**src/design/pee_pkg.sv**
```systemverilog
// shared types, constants and codes for the prefix expression evaluator
// no dependencies; imported by every module of the block
`default_nettype none

package pee_pkg;

  // datapath and stack sizing
  localparam int DATA_W      = 32;
  localparam int DIGIT_W     = 4;
  localparam int STACK_DEPTH = 16;
  localparam int PTR_W       = (STACK_DEPTH > 1) ? $clog2(STACK_DEPTH) : 1;
  localparam int CNT_W       = $clog2(STACK_DEPTH + 1);

  // command queue between front and back
  localparam int Q_DEPTH = 4;
  localparam int Q_PTR_W = (Q_DEPTH > 1) ? $clog2(Q_DEPTH) : 1;
  localparam int Q_CNT_W = $clog2(Q_DEPTH + 1);

  // divider step counter
  localparam int DIV_CNT_W = $clog2(DATA_W + 1);

  typedef logic [DATA_W-1:0] word_t;

  // command codes
  localparam logic [2:0] OP_NOP  = 3'd0;
  localparam logic [2:0] OP_PUSH = 3'd1;
  localparam logic [2:0] OP_ADD  = 3'd2;
  localparam logic [2:0] OP_SUB  = 3'd3;
  localparam logic [2:0] OP_MUL  = 3'd4;
  localparam logic [2:0] OP_DIV  = 3'd5;

  // status codes
  localparam logic [1:0] ST_OK        = 2'd0;
  localparam logic [1:0] ST_UNDERFLOW = 2'd1;
  localparam logic [1:0] ST_DIVZERO   = 2'd2;
  localparam logic [1:0] ST_OVERFLOW  = 2'd3;

  // character codes
  localparam logic [7:0] CH_ZERO  = 8'h30;
  localparam logic [7:0] CH_NINE  = 8'h39;
  localparam logic [7:0] CH_PLUS  = 8'h2b;
  localparam logic [7:0] CH_MINUS = 8'h2d;
  localparam logic [7:0] CH_STAR  = 8'h2a;
  localparam logic [7:0] CH_SLASH = 8'h2f;

  typedef struct packed {
    logic [7:0] char_code;
    logic       is_leftmost;
  } in_item_t;

  typedef struct packed {
    logic signed [DATA_W-1:0] value;
    logic [1:0]               status;
  } out_item_t;

  typedef struct packed {
    logic [2:0]         op;
    logic [DIGIT_W-1:0] digit;
    logic               last;
  } cmd_t;

  typedef struct packed {
    logic  start;
    word_t dividend;
    word_t divisor;
  } div_req_t;

  typedef struct packed {
    logic  done;
    word_t quot;
  } div_rsp_t;

endpackage

`default_nettype wire

```
**src/design/pee_front.sv**
```systemverilog
// front end: classifies incoming characters into commands and queues them
// depends on pee_pkg
`default_nettype none

module pee_front
  import pee_pkg::*;
(
  input  wire logic     clk,
  input  wire logic     rst_n,
  input  wire logic     in_valid,
  output logic          in_stall,
  input  wire in_item_t in_data,
  output logic          q_valid,
  output cmd_t          q_cmd,
  input  wire logic     q_pop
);

  cmd_t                 cls_cmd;
  logic                 keep;
  logic                 push;
  cmd_t                 q_mem [Q_DEPTH];
  logic [Q_PTR_W-1:0]   wr_ptr_r, wr_ptr_nxt;
  logic [Q_PTR_W-1:0]   rd_ptr_r, rd_ptr_nxt;
  logic [Q_CNT_W-1:0]   cnt_r, cnt_nxt;

  // classify one character
  always_comb begin
    cls_cmd.op    = OP_NOP;
    cls_cmd.digit = DIGIT_W'(in_data.char_code - CH_ZERO);
    cls_cmd.last  = in_data.is_leftmost;
    if (in_data.char_code >= CH_ZERO && in_data.char_code <= CH_NINE) begin
      cls_cmd.op = OP_PUSH;
    end else begin
      case (in_data.char_code)
        CH_PLUS:  cls_cmd.op = OP_ADD;
        CH_MINUS: cls_cmd.op = OP_SUB;
        CH_STAR:  cls_cmd.op = OP_MUL;
        CH_SLASH: cls_cmd.op = OP_DIV;
        default:  cls_cmd.op = OP_NOP;
      endcase
    end
  end

  // ignored characters that do not end the expression never enter the queue
  assign keep     = (cls_cmd.op != OP_NOP) || cls_cmd.last;
  assign in_stall = (cnt_r == Q_CNT_W'(Q_DEPTH));
  assign push     = in_valid && !in_stall && keep;

  assign q_valid = (cnt_r != '0);
  assign q_cmd   = q_mem[rd_ptr_r];

  always_comb begin
    wr_ptr_nxt = wr_ptr_r;
    rd_ptr_nxt = rd_ptr_r;
    cnt_nxt    = cnt_r;
    if (push) begin
      wr_ptr_nxt = (wr_ptr_r == Q_PTR_W'(Q_DEPTH - 1)) ? '0 : wr_ptr_r + Q_PTR_W'(1);
    end
    if (q_pop) begin
      rd_ptr_nxt = (rd_ptr_r == Q_PTR_W'(Q_DEPTH - 1)) ? '0 : rd_ptr_r + Q_PTR_W'(1);
    end
    if (push && !q_pop) begin
      cnt_nxt = cnt_r + Q_CNT_W'(1);
    end else if (!push && q_pop) begin
      cnt_nxt = cnt_r - Q_CNT_W'(1);
    end
  end

  always_ff @(posedge clk) begin
    if (!rst_n) begin
      wr_ptr_r <= '0;
      rd_ptr_r <= '0;
      cnt_r    <= '0;
    end else begin
      wr_ptr_r <= wr_ptr_nxt;
      rd_ptr_r <= rd_ptr_nxt;
      cnt_r    <= cnt_nxt;
    end
  end

  always_ff @(posedge clk) begin
    if (push) begin
      q_mem[wr_ptr_r] <= cls_cmd;
    end
  end

endmodule

`default_nettype wire

```
**src/design/pee_div.sv**
```systemverilog
// iterative signed divider, one quotient bit per cycle, truncating toward zero
// depends on pee_pkg
`default_nettype none

module pee_div
  import pee_pkg::*;
(
  input  wire logic     clk,
  input  wire logic     rst_n,
  input  wire div_req_t req,
  output div_rsp_t      rsp
);

  logic                 busy_r, busy_nxt;
  logic                 fix_r, fix_nxt;
  logic                 done_r, done_nxt;
  logic [DIV_CNT_W-1:0] step_r, step_nxt;
  word_t                rem_r, rem_nxt;
  word_t                quo_r, quo_nxt;
  word_t                mb_r, mb_nxt;
  logic                 neg_r, neg_nxt;
  word_t                q_r, q_nxt;
  logic [DATA_W:0]      rem_sh;
  logic [DATA_W:0]      trial;
  word_t                ma, mb;

  assign ma = req.dividend[DATA_W-1] ? '0 - req.dividend : req.dividend;
  assign mb = req.divisor[DATA_W-1]  ? '0 - req.divisor  : req.divisor;

  // restoring step on magnitudes
  assign rem_sh = {rem_r, quo_r[DATA_W-1]};
  assign trial  = rem_sh - {1'b0, mb_r};

  always_comb begin
    busy_nxt = busy_r;
    fix_nxt  = 1'b0;
    done_nxt = 1'b0;
    step_nxt = step_r;
    rem_nxt  = rem_r;
    quo_nxt  = quo_r;
    mb_nxt   = mb_r;
    neg_nxt  = neg_r;
    q_nxt    = q_r;
    if (busy_r) begin
      if (!trial[DATA_W]) begin
        rem_nxt = trial[DATA_W-1:0];
        quo_nxt = {quo_r[DATA_W-2:0], 1'b1};
      end else begin
        rem_nxt = rem_sh[DATA_W-1:0];
        quo_nxt = {quo_r[DATA_W-2:0], 1'b0};
      end
      step_nxt = step_r - DIV_CNT_W'(1);
      if (step_r == DIV_CNT_W'(1)) begin
        busy_nxt = 1'b0;
        fix_nxt  = 1'b1;
      end
    end else if (fix_r) begin
      // sign of the quotient applied in a cycle of its own
      q_nxt    = neg_r ? '0 - quo_r : quo_r;
      done_nxt = 1'b1;
    end else if (req.start) begin
      busy_nxt = 1'b1;
      step_nxt = DIV_CNT_W'(DATA_W);
      rem_nxt  = '0;
      quo_nxt  = ma;
      mb_nxt   = mb;
      neg_nxt  = req.dividend[DATA_W-1] ^ req.divisor[DATA_W-1];
    end
  end

  always_ff @(posedge clk) begin
    if (!rst_n) begin
      busy_r <= 1'b0;
      fix_r  <= 1'b0;
      done_r <= 1'b0;
      step_r <= '0;
    end else begin
      busy_r <= busy_nxt;
      fix_r  <= fix_nxt;
      done_r <= done_nxt;
      step_r <= step_nxt;
    end
  end

  always_ff @(posedge clk) begin
    rem_r <= rem_nxt;
    quo_r <= quo_nxt;
    mb_r  <= mb_nxt;
    neg_r <= neg_nxt;
    q_r   <= q_nxt;
  end

  assign rsp.done = done_r;
  assign rsp.quot = q_r;

endmodule

`default_nettype wire

```
**src/design/pee_back.sv**
```systemverilog
// back end: operand stack, arithmetic, sticky status and the result register
// depends on pee_pkg; drives the divider pee_div through div_req_t/div_rsp_t
`default_nettype none

module pee_back
  import pee_pkg::*;
(
  input  wire logic     clk,
  input  wire logic     rst_n,
  input  wire logic     q_valid,
  input  wire cmd_t     q_cmd,
  output logic          q_pop,
  output div_req_t      div_req,
  input  wire div_rsp_t div_rsp,
  output logic          out_valid,
  input  wire logic     out_stall,
  output out_item_t     out_data
);

  localparam logic [1:0] S_IDLE = 2'd0;
  localparam logic [1:0] S_EXEC = 2'd1;
  localparam logic [1:0] S_DIV  = 2'd2;
  localparam logic [1:0] S_EMIT = 2'd3;

  logic [1:0]       state_r, state_nxt;
  logic [CNT_W-1:0] cnt_r, cnt_nxt;
  logic [1:0]       err_r, err_nxt;
  word_t            tos_r, tos_nxt;
  logic [2:0]       op_r, op_nxt;
  logic             last_r, last_nxt;
  logic             out_valid_r, out_valid_nxt;
  out_item_t        out_data_r, out_data_nxt;
  word_t            rd_data_r;
  word_t            stack_mem [STACK_DEPTH];
  logic             mem_we;
  logic             rd_en;
  logic [CNT_W-1:0] wr_idx;
  logic [CNT_W-1:0] rd_idx;
  logic [1:0]       done_state;

  // top of stack lives in tos_r; entries below it live in stack_mem
  assign wr_idx = cnt_r - CNT_W'(1);
  assign rd_idx = cnt_r - CNT_W'(2);
  assign done_state = last_r ? S_EMIT : S_IDLE;

  always_comb begin
    state_nxt     = state_r;
    cnt_nxt       = cnt_r;
    err_nxt       = err_r;
    tos_nxt       = tos_r;
    op_nxt        = op_r;
    last_nxt      = last_r;
    out_valid_nxt = out_valid_r && out_stall;
    out_data_nxt  = out_data_r;
    q_pop         = 1'b0;
    mem_we        = 1'b0;
    rd_en         = 1'b0;
    div_req.start    = 1'b0;
    div_req.dividend = tos_r;
    div_req.divisor  = rd_data_r;
    case (state_r)
      S_IDLE: begin
        if (q_valid) begin
          q_pop     = 1'b1;
          op_nxt    = q_cmd.op;
          last_nxt  = q_cmd.last;
          state_nxt = q_cmd.last ? S_EMIT : S_IDLE;
          case (q_cmd.op)
            OP_PUSH: begin
              if (cnt_r < CNT_W'(STACK_DEPTH)) begin
                mem_we  = (cnt_r != '0);
                tos_nxt = DATA_W'(q_cmd.digit);
                cnt_nxt = cnt_r + CNT_W'(1);
              end else if (err_r == ST_OK) begin
                err_nxt = ST_OVERFLOW;
              end
            end
            OP_ADD, OP_SUB, OP_MUL, OP_DIV: begin
              if (cnt_r < CNT_W'(2)) begin
                if (err_r == ST_OK) begin
                  err_nxt = ST_UNDERFLOW;
                end
              end else begin
                rd_en     = 1'b1;
                state_nxt = S_EXEC;
              end
            end
            default: ;
          endcase
        end
      end
      S_EXEC: begin
        // left operand is the top, right operand is the entry below it
        state_nxt = done_state;
        cnt_nxt   = cnt_r - CNT_W'(1);
        case (op_r)
          OP_ADD: tos_nxt = tos_r + rd_data_r;
          OP_SUB: tos_nxt = tos_r - rd_data_r;
          OP_MUL: tos_nxt = tos_r * rd_data_r;
          OP_DIV: begin
            if (rd_data_r == '0) begin
              tos_nxt = '0;
              if (err_r == ST_OK) begin
                err_nxt = ST_DIVZERO;
              end
            end else begin
              div_req.start = 1'b1;
              cnt_nxt       = cnt_r;
              state_nxt     = S_DIV;
            end
          end
          default: cnt_nxt = cnt_r;
        endcase
      end
      S_DIV: begin
        if (div_rsp.done) begin
          tos_nxt   = div_rsp.quot;
          cnt_nxt   = cnt_r - CNT_W'(1);
          state_nxt = done_state;
        end
      end
      S_EMIT: begin
        if (!out_valid_r || !out_stall) begin
          out_valid_nxt       = 1'b1;
          out_data_nxt.value  = (cnt_r != '0) ? $signed(tos_r) : '0;
          if (err_r != ST_OK) begin
            out_data_nxt.status = err_r;
          end else if (cnt_r == '0) begin
            out_data_nxt.status = ST_UNDERFLOW;
          end else begin
            out_data_nxt.status = ST_OK;
          end
          cnt_nxt   = '0;
          err_nxt   = ST_OK;
          state_nxt = S_IDLE;
        end
      end
      default: state_nxt = S_IDLE;
    endcase
  end

  always_ff @(posedge clk) begin
    if (!rst_n) begin
      state_r     <= S_IDLE;
      cnt_r       <= '0;
      err_r       <= ST_OK;
      out_valid_r <= 1'b0;
    end else begin
      state_r     <= state_nxt;
      cnt_r       <= cnt_nxt;
      err_r       <= err_nxt;
      out_valid_r <= out_valid_nxt;
    end
  end

  always_ff @(posedge clk) begin
    tos_r      <= tos_nxt;
    op_r       <= op_nxt;
    last_r     <= last_nxt;
    out_data_r <= out_data_nxt;
  end

  // stack memory: one write port, one registered read port
  always_ff @(posedge clk) begin
    if (mem_we) begin
      stack_mem[wr_idx[PTR_W-1:0]] <= tos_r;
    end
    if (rd_en) begin
      rd_data_r <= stack_mem[rd_idx[PTR_W-1:0]];
    end
  end

  assign out_valid = out_valid_r;
  assign out_data  = out_data_r;

`ifndef NO_ASSERTIONS
  a_cnt_bound: assert property (@(posedge clk) disable iff (!rst_n)
    cnt_r <= CNT_W'(STACK_DEPTH))
    else $error("stack count beyond depth");

  a_emit_clears: assert property (@(posedge clk) disable iff (!rst_n)
    (state_r == S_EMIT && (!out_valid_r || !out_stall))
      |=> (out_valid_r && cnt_r == '0 && err_r == ST_OK && state_r == S_IDLE))
    else $error("result emit did not clear the stack");

  a_err_sticky: assert property (@(posedge clk) disable iff (!rst_n)
    (err_r != ST_OK && state_r != S_EMIT) |=> (err_r == $past(err_r)))
    else $error("sticky error replaced");

  a_op_has_operands: assert property (@(posedge clk) disable iff (!rst_n)
    (state_r == S_EXEC || state_r == S_DIV) |-> (cnt_r >= CNT_W'(2)))
    else $error("operator executing with fewer than two operands");
`endif

endmodule

`default_nettype wire

```
**src/design/prefix_expression_evaluator.sv**
```systemverilog
// prefix (polish notation) expression evaluator, top level
// depends on pee_pkg, pee_front, pee_div and pee_back
//
// usage:
//   characters of an expression come in on the in_ channel, rightmost first,
//   one request per accepted in_valid & !in_stall; in_data.is_leftmost marks
//   the leftmost character and closes the expression
//   a digit pushes its value, + - * / pop two values (top is the left operand)
//   and push the result, 32-bit wrapping arithmetic, division toward zero;
//   other characters are dropped by the front end
//   each closed expression gives one request on the out_ channel: the top of
//   the stack (0 when empty) and a sticky status (ok, underflow, divide by
//   zero, overflow); the stack and status are then cleared
// throughput: the front queues up to 4 commands and accepts one per cycle
//   while there is room; the back end runs one command at a time, a digit
//   from S_IDLE, + - * through S_EXEC and / through S_EXEC and S_DIV (32
//   divider steps plus setup and sign fix in the iterative divider)
// output: the result is registered in S_EMIT, after the closing character's
//   command has finished
// reset: rst_n low clears the queue, stack count, status and output valid
// stall: a result waits in the output register while out_stall is high; the
//   back end keeps going until it has the next result, then holds, and the
//   queue filling up raises in_stall
`default_nettype none

module prefix_expression_evaluator
  import pee_pkg::*;
(
  input  wire logic     clk,
  input  wire logic     rst_n,
  input  wire logic     in_valid,
  output logic          in_stall,
  input  wire in_item_t in_data,
  output logic          out_valid,
  input  wire logic     out_stall,
  output out_item_t     out_data
);

  // classified command queue between front and back
  logic     q_valid;
  cmd_t     q_cmd;
  logic     q_pop;

  // divider handshake
  div_req_t div_req;
  div_rsp_t div_rsp;

  pee_front u_front (
    .clk      (clk),
    .rst_n    (rst_n),
    .in_valid (in_valid),
    .in_stall (in_stall),
    .in_data  (in_data),
    .q_valid  (q_valid),
    .q_cmd    (q_cmd),
    .q_pop    (q_pop)
  );

  // iterative divider, used only by the / command
  pee_div u_div (
    .clk   (clk),
    .rst_n (rst_n),
    .req   (div_req),
    .rsp   (div_rsp)
  );

  pee_back u_back (
    .clk       (clk),
    .rst_n     (rst_n),
    .q_valid   (q_valid),
    .q_cmd     (q_cmd),
    .q_pop     (q_pop),
    .div_req   (div_req),
    .div_rsp   (div_rsp),
    .out_valid (out_valid),
    .out_stall (out_stall),
    .out_data  (out_data)
  );

endmodule

`default_nettype wire

```
**config.mk**
```make
export PLATFORM = sky130hd
export DESIGN_NAME = prefix_expression_evaluator
export DESIGN_NICKNAME = d
export VERILOG_FILES = /design/src/design/pee_pkg.sv /design/src/design/pee_front.sv /design/src/design/pee_div.sv /design/src/design/pee_back.sv /design/src/design/prefix_expression_evaluator.sv
export SDC_FILE = /design/constraint.sdc
export NUM_CORES = 2
export LEC_CHECK = 0
export BUFFER_PORTS_ARGS = -buffer_cell sky130_fd_sc_hd__buf_2
export CAP_MARGIN = 10
export CORE_MARGIN = 1
export CORE_UTILIZATION = 45
export DETAILED_ROUTE_END_ITERATION = 12
export MAX_ROUTING_LAYER = met4
export PLACE_DENSITY_LB_ADDON = 0.2
export SYNTH_ARGS = -nofsm -noshare
export SYNTH_HDL_FRONTEND = slang
export SYNTH_SLANG_ARGS = --single-unit
```
**constraint.sdc**
```tcl
create_clock -name clk -period 7.5 [get_ports clk]
set_clock_uncertainty 0.05 [all_clocks]
set_input_delay 0.75 -clock clk [delete_from_list [all_inputs] [get_ports clk]]
set_output_delay 0.75 -clock clk [all_outputs]
set_load 0.005 [all_outputs]
```
Yosys cells after proc, flatten, opt, wreduce, memory -nomap -nowiden
Memories as Yosys holds them, arrays and structs flattened. A register that Yosys moved wholly into a read port is not among the register bits. Index checks and enable logic that the tools add are counted. W data, S select, Z words.

Register bits: 225. Logic and storage cells: 207. Memories kept: 2. Memory bits (writable): 544. Memory bits (read-only): 0. Bits in latches: 0.

$lt $le $gt $ge: 4. Bitwise logic cells: 4. Div/mod/pow operators: 0. Equal/unequal tests: 37. Reduce and logical (&&, ||, !) cells: 38. Shift-type cells: 0. Add/sub/neg operators: 15. $mul: 1. Mux-type cells: 84.

Memories: u_back.stack_mem (depth 16, width 32, rd ports 1, clocked after Yosys merged registers in 1, wr ports 1, RTL line pee_back.sv:34) `word_t stack_mem [STACK_DEPTH];`; u_front.q_mem (depth 4, width 8, rd ports 1, clocked after Yosys merged registers in 1, wr ports 1, RTL line pee_front.sv:21) `cmd_t q_mem [Q_DEPTH];`.

Operator list (count): $mux W32 (14); $pmux W32 S4 (1); $pmux W32 S3 (1); $sub A1 B32 Y32 const A (3); $mux W2 (22); $sub A33 B32 Y33 (1); $add A32 B32 Y32 (1); $eq A8 B6 Y1 const B (4); $logic_not A32 Y1 (1); $mul A32 B32 Y32 (1); $sub A32 B32 Y32 (1); $mux W31 (1); $mux W5 (6); $mux W1 (27); $pmux W5 S4 (1); $mux W6 (3); $eq A3 B3 Y1 const B (5); $ne A3 B2 Y1 const B (5); $reduce_and A7 Y1 (2); $eq A3 B2 Y1 const B (4); $ne A2 B1 Y1 const B (6); $pmux W3 S4 (1); $reduce_bool A3 Y1 (4); $reduce_and A11 Y1 (1); 38 further kinds (67).

Longest topological paths before layout
Depth after elaboration: 10. Gate-level depth with buffers: 28.

Cells and area by module
A second synthesis with hierarchy kept.

Cell total of the unflattened synthesis: 4227. Area, all modules: 53007.1 µm².

By module, submodules not included: pee_back (times used 1, seq. area each 18637.9 µm², area an instance 42112.9 µm², cells an instance 3204); pee_div (times used 1, seq. area each 4053.9 µm², area an instance 9148.8 µm², cells an instance 918); pee_front (times used 1, seq. area each 1141.1 µm², area an instance 1745.4 µm², cells an instance 105).

Worst setup path before layout
No wires, ideal clock.

Kind: register -> register. Start: register u_back.tos_r[15]. End: register u_back.tos_r[28] (data pin). Path slack: -0.012 ns. Buffers on the path: 2. Library setup time: 0.263 ns. Data arrival time: 7.198 ns. Cell stages (with the launch flop): 26. Data required time: 7.187 ns. Cell sequence: edfxtp_1 clkbuf_1 clkbuf_1 and2_1 fa_1 inv_1 fa_1 fa_1 fa_1 inv_1 fa_1 inv_1 fa_1 inv_1 fa_1 fa_1 ha_1 nand2_1 nor3_1 nand2_1 o21ai_0 a311oi_1 o21ai_0 xor2_1 a221oi_1 nor3_1.

Cells in the longest elaborated chain, start to end: 3.

Ends and longest elaborated chain: start: declaration (RTL line pee_back.sv:28) `word_t tos_r, tos_nxt;`; start signal: assignment (RTL line pee_back.sv:157) `tos_r <= tos_nxt;`; $mul A32 B32 Y32, or another cell as far along (RTL line pee_back.sv:99) `OP_MUL: tos_nxt = tos_r * rd_data_r;`; $pmux W32 S4 * (RTL line pee_back.sv:96) `case (op_r)`; $pmux W32 S3 * (RTL line pee_back.sv:61) `case (state_r)`; via u_back.tos_nxt[28] (RTL line pee_back.sv:28).

The timed path passes the listed nets; every way through them passes the cells marked *. A chain may end at the register's enable or synchronous reset.

Worst setup path after layout
Start: register u_back.rd_data_r[8], read port of u_back.stack_mem. End: register u_back.tos_r[31] (data pin).

Cells in the longest elaborated chain, start to end: 3.

Ends and longest elaborated chain: start: declaration (RTL line pee_back.sv:33) `word_t rd_data_r;`; $mul A32 B32 Y32, or another cell as far along (RTL line pee_back.sv:99); $pmux W32 S4 * (RTL line pee_back.sv:96); $pmux W32 S3 * (RTL line pee_back.sv:61); via u_back.tos_nxt[31] (RTL line pee_back.sv:28).

Marks and branches as above.

==> reports/qor.yml <==
slew_viol_final: 0
cpLargestDelayFamily: "adder cells"
critPathMaxStageDelay_ns: 0.57
crit_path_frequent_cell: "fa_1"
clock_latency_ns: 0.69
synth_top_area_share_pct: 44.6
synthArstFlopShare_pct: 0
first_global_vias: 33000
start_kind: "flip-flop"
place_hpwl_um: 97100
clk_pin_slew_ns: 0.06
num_rows: 124
utilization_pct: 50.8
cts_tree: "built"
syn_area_um2: 52100
seq_area_frac_synth_pct: 45.7
synthFlopType: "edfxtp_1"
cp_cell_sequence: "buf_4 -> buf_4 -> nand2_1 -> fa_1 -> fa_1 -> fa_1 -> fa_1 -> inv_1 -> fa_1 -> fa_1 -> fa_1 -> fa_1 -> ha_1 -> and3_1 -> o211ai_1 -> nand2_1 -> a41oi_2 -> a211oi_2 -> xnor2_1 -> a221o_1"
postSynthCellCount: 4116
nets: 4861
fill_cells: 9818
ys_ff_latch: 803
initial_utilization_pct: 45.5
cts_buffers: 87
avgViaCountPerCell: 5.53
core_area_um2: 115000
syn_nets: 4753
hold_violations: 0
hold_path.class: "primary input to flip-flop"
synth_top_area_cell: "edfxtp_1"
dr.pass1.iters: 6
grt_pass1_wl_um: 210000
ys_types: 72
cp_slowest_cell: "fa_1"
num_vias: 32100
synth_edf_count: 775
cts.sinks: 803
boundaryPins: 49
crit_buf_inv: 3
crit_required_ns: 7.87
wl_per_cell_um: 23.7
critical_path_arrival_ns: 7.66
drt_iter0_drc: 2913
criticalPathCategory: "flip-flop to flip-flop"
max_freq_ghz: 0.137
post-route-drc-count: 0
antenna_left: 0
finalInstanceArea_um2: 58200
relSlewSlack_pct: 22.8
finalSetupViolCount: 0
yosys_warnings: 0
min_period_ns: 7.28
setup_tns_ns: 0
grt_max_degree: 99
die_x_um: 342
avgSynthCellArea_um2: 12.7
synthTopCellsByArea: "edfxtp_1 (45%), fa_1 (16%), mux4_2 (7.3%)"
die_y_um: 342
htree_levels: 3
critPathMaxFanout: 12
gr-total-overflow: 0
finalWeightedCongestion: 0.919
area_growth_syn_to_layout_pct: 11.7
wirelength_um: 138000
dpl_cell_area_um2: 55000
antenna_found_initial: 7
drive_gt1_share_pct: 14.0
clock-root-buffer: "clkbuf_16"
status: "complete, no violations"
postCtsHoldBufs: 0
fp.dieArea_um2: 117000
cts_buffer_depth: 3
track_usage_pct: 24.8
port_buffers: 48
end_kind: "flip-flop"
worst_pin_slew_ns: 1.15
min_period_over_period_pct: 97.1
drv_cap: 0
-- Yosys cell counts, drive strengths merged (12+ instances only) --
master	number
o31ai	40
dfxtp	28
fa	411
nand3	29
mux2i	32
clkbuf	200
nand2b	30
nand2	394
a21o	33
mux4	168
a21oi	96
nor2	139
buf	20
o21ai	129
or3	33
xor2	99
a21boi	12
xnor2	157
edfxtp	775
and2	317
o21a	22
ha	213
a22oi	19
a211oi	18
inv	453
nor2b	54
nor3	34
-- final timing paths --
| kind | startpoint | end | slack [ns] | depth (start not counted) |
|---|---|---|---|---|
| hold reg to reg | u_front.rd_ptr_r[1] | u_front.rd_ptr_r[1] | 0.44 | 2 |
| setup / recovery | u_back.rd_data_r[8] | u_back.tos_r[31] | 0.22 | 20 |
| setup reg to reg | u_back.rd_data_r[8] | u_back.tos_r[31] | 0.22 | 20 |
| hold / removal | in_data[0] | u_front.q_mem[2][0] | 0.28 | 1 |
-- state kept, by name, indices dropped and copies added, names as in the netlist, named ones only --
signal	cells
u_div.busy_r	1
u_front.rd_ptr_r	2
u_back.rd_data_r	32
u_back.state_r	2
u_div.mb_r	32
u_div.q_r	32
u_div.fix_r	1
u_back.out_data	34
u_div.neg_r	1
u_back.out_valid	1
u_front.wr_ptr_r	2
u_back.last_r	1
u_div.step_r	6
u_back.op_r	3
u_back.err_r	2
u_div.done_r	1
u_front.q_mem	32
u_front.cnt_r	3
u_back.tos_r	32
u_back.cnt_r	5
u_div.rem_r	32
u_div.quo_r	32
u_back.stack_mem	512
-- repair_timing --
item,4_1_cts,5_1_grt
resized for setup,2,34
pin swaps,0,6
buffers inserted,5,15
endpoints found under the setup margin,1,9
-- kinds of logic (layout without fill, tap and decap cells) --
kind of cell / Yosys count / after routing / share of synthesized area (%)
flops: 803 / 803 / 45.7
fa+ha+maj: 624 / 624 / 20.9
buf+inv: 673 / 849 / 4.86
mux: 202 / 202 / 7.91
other cells: 0 / 4 / 0
compound gates: 452 / 452 / 5.55
xor+xnor: 256 / 256 / 4.30
simple gates: 1106 / 1106 / 10.8
-- placed cells by master, fill, tap and decap left out, types with 9 or more instances in the layout --
| cell | Yosys | layout |
|---|---|---|
| edfxtp_1 | 775 | 775 |
| inv_1 | 453 | 452 |
| fa_1 | 411 | 411 |
| nand2_1 | 394 | 394 |
| and2_1 | 317 | 316 |
| ha_1 | 213 | 206 |
| buf_4 | 0 | 172 |
| mux4_2 | 168 | 168 |
| xnor2_1 | 157 | 157 |
| nor2_1 | 139 | 121 |
| o21ai_0 | 125 | 120 |
| xor2_1 | 99 | 98 |
| a21oi_1 | 96 | 95 |
| clkbuf_16 | 0 | 88 |
| nor2b_1 | 54 | 52 |
| buf_2 | 2 | 48 |
| o31ai_1 | 40 | 40 |
| nor3_1 | 34 | 33 |
| a21o_1 | 33 | 33 |
| mux2i_1 | 32 | 32 |
| nand3_1 | 29 | 29 |
| nand2b_1 | 29 | 29 |
| or3_1 | 28 | 28 |
| dfxtp_1 | 28 | 25 |
| o21a_1 | 22 | 22 |
| a22oi_1 | 19 | 19 |
| clkbuf_1 | 200 | 19 |
| nor2_4 | 0 | 17 |
| clkinv_1 | 0 | 17 |
| a211oi_1 | 18 | 16 |
| buf_12 | 0 | 12 |
| a21boi_0 | 12 | 11 |
| and3_1 | 11 | 10 |
| or2_2 | 10 | 10 |
| nor4_1 | 9 | 9 |
| a31oi_1 | 10 | 9 |
| bufinv_16 | 0 | 9 |
-- layout make-up --
class	instances	area (um^2)	share of cell area, %
multi-input combinational	2640	26100	44.8
sequential	803	23800	40.9
clock buffer	107	2270	3.90
tap	1512	1890	3.25
timing repair buffer	239	1860	3.19
inverter	453	1700	2.92
clock inverter	50	582	0.999
antenna	4	10.0	0.0172
-- metal layers --
layer | vias to the layer above | wire length (um) | track usage (%)
met5 | - | 0 | -
met2 | 1061 | 65000 | 38.2
li1 | 14400 | - | -
met4 | 0 | 2940 | 5.52
met1 | 16500 | 61000 | 35.2
met3 | 164 | 8890 | 2.99
-- worst reg2reg max path, delay by kind of cell (launching register included) --
| family | cells | cell delay [ns] |
|---|---|---|
| AO/OA/AOI/OAI | 4 | 0.85 |
| adder cells (fa/ha/maj) | 9 | 4.56 |
| AND/OR/NAND/NOR | 3 | 0.48 |
| XOR/XNOR | 1 | 0.10 |
| flip-flops | 1 | 0.45 |
| buffers and inverters | 3 | 0.58 |
-- per-stage QoR --
stage,hold slack [ns],cells,setup slack [ns]
global route,0.269,5805,-0.0440
detailed placement,0.420,5627,-0.0225
CTS,0.238,5789,0.00102
floorplan,0.383,4116,0.0290
finish,0.283,5808,0.215
global placement,0.416,5627,0.0614
Power is not shown: default switching activity piles up to over one toggle a cycle in this logic, so the estimate is an artifact.
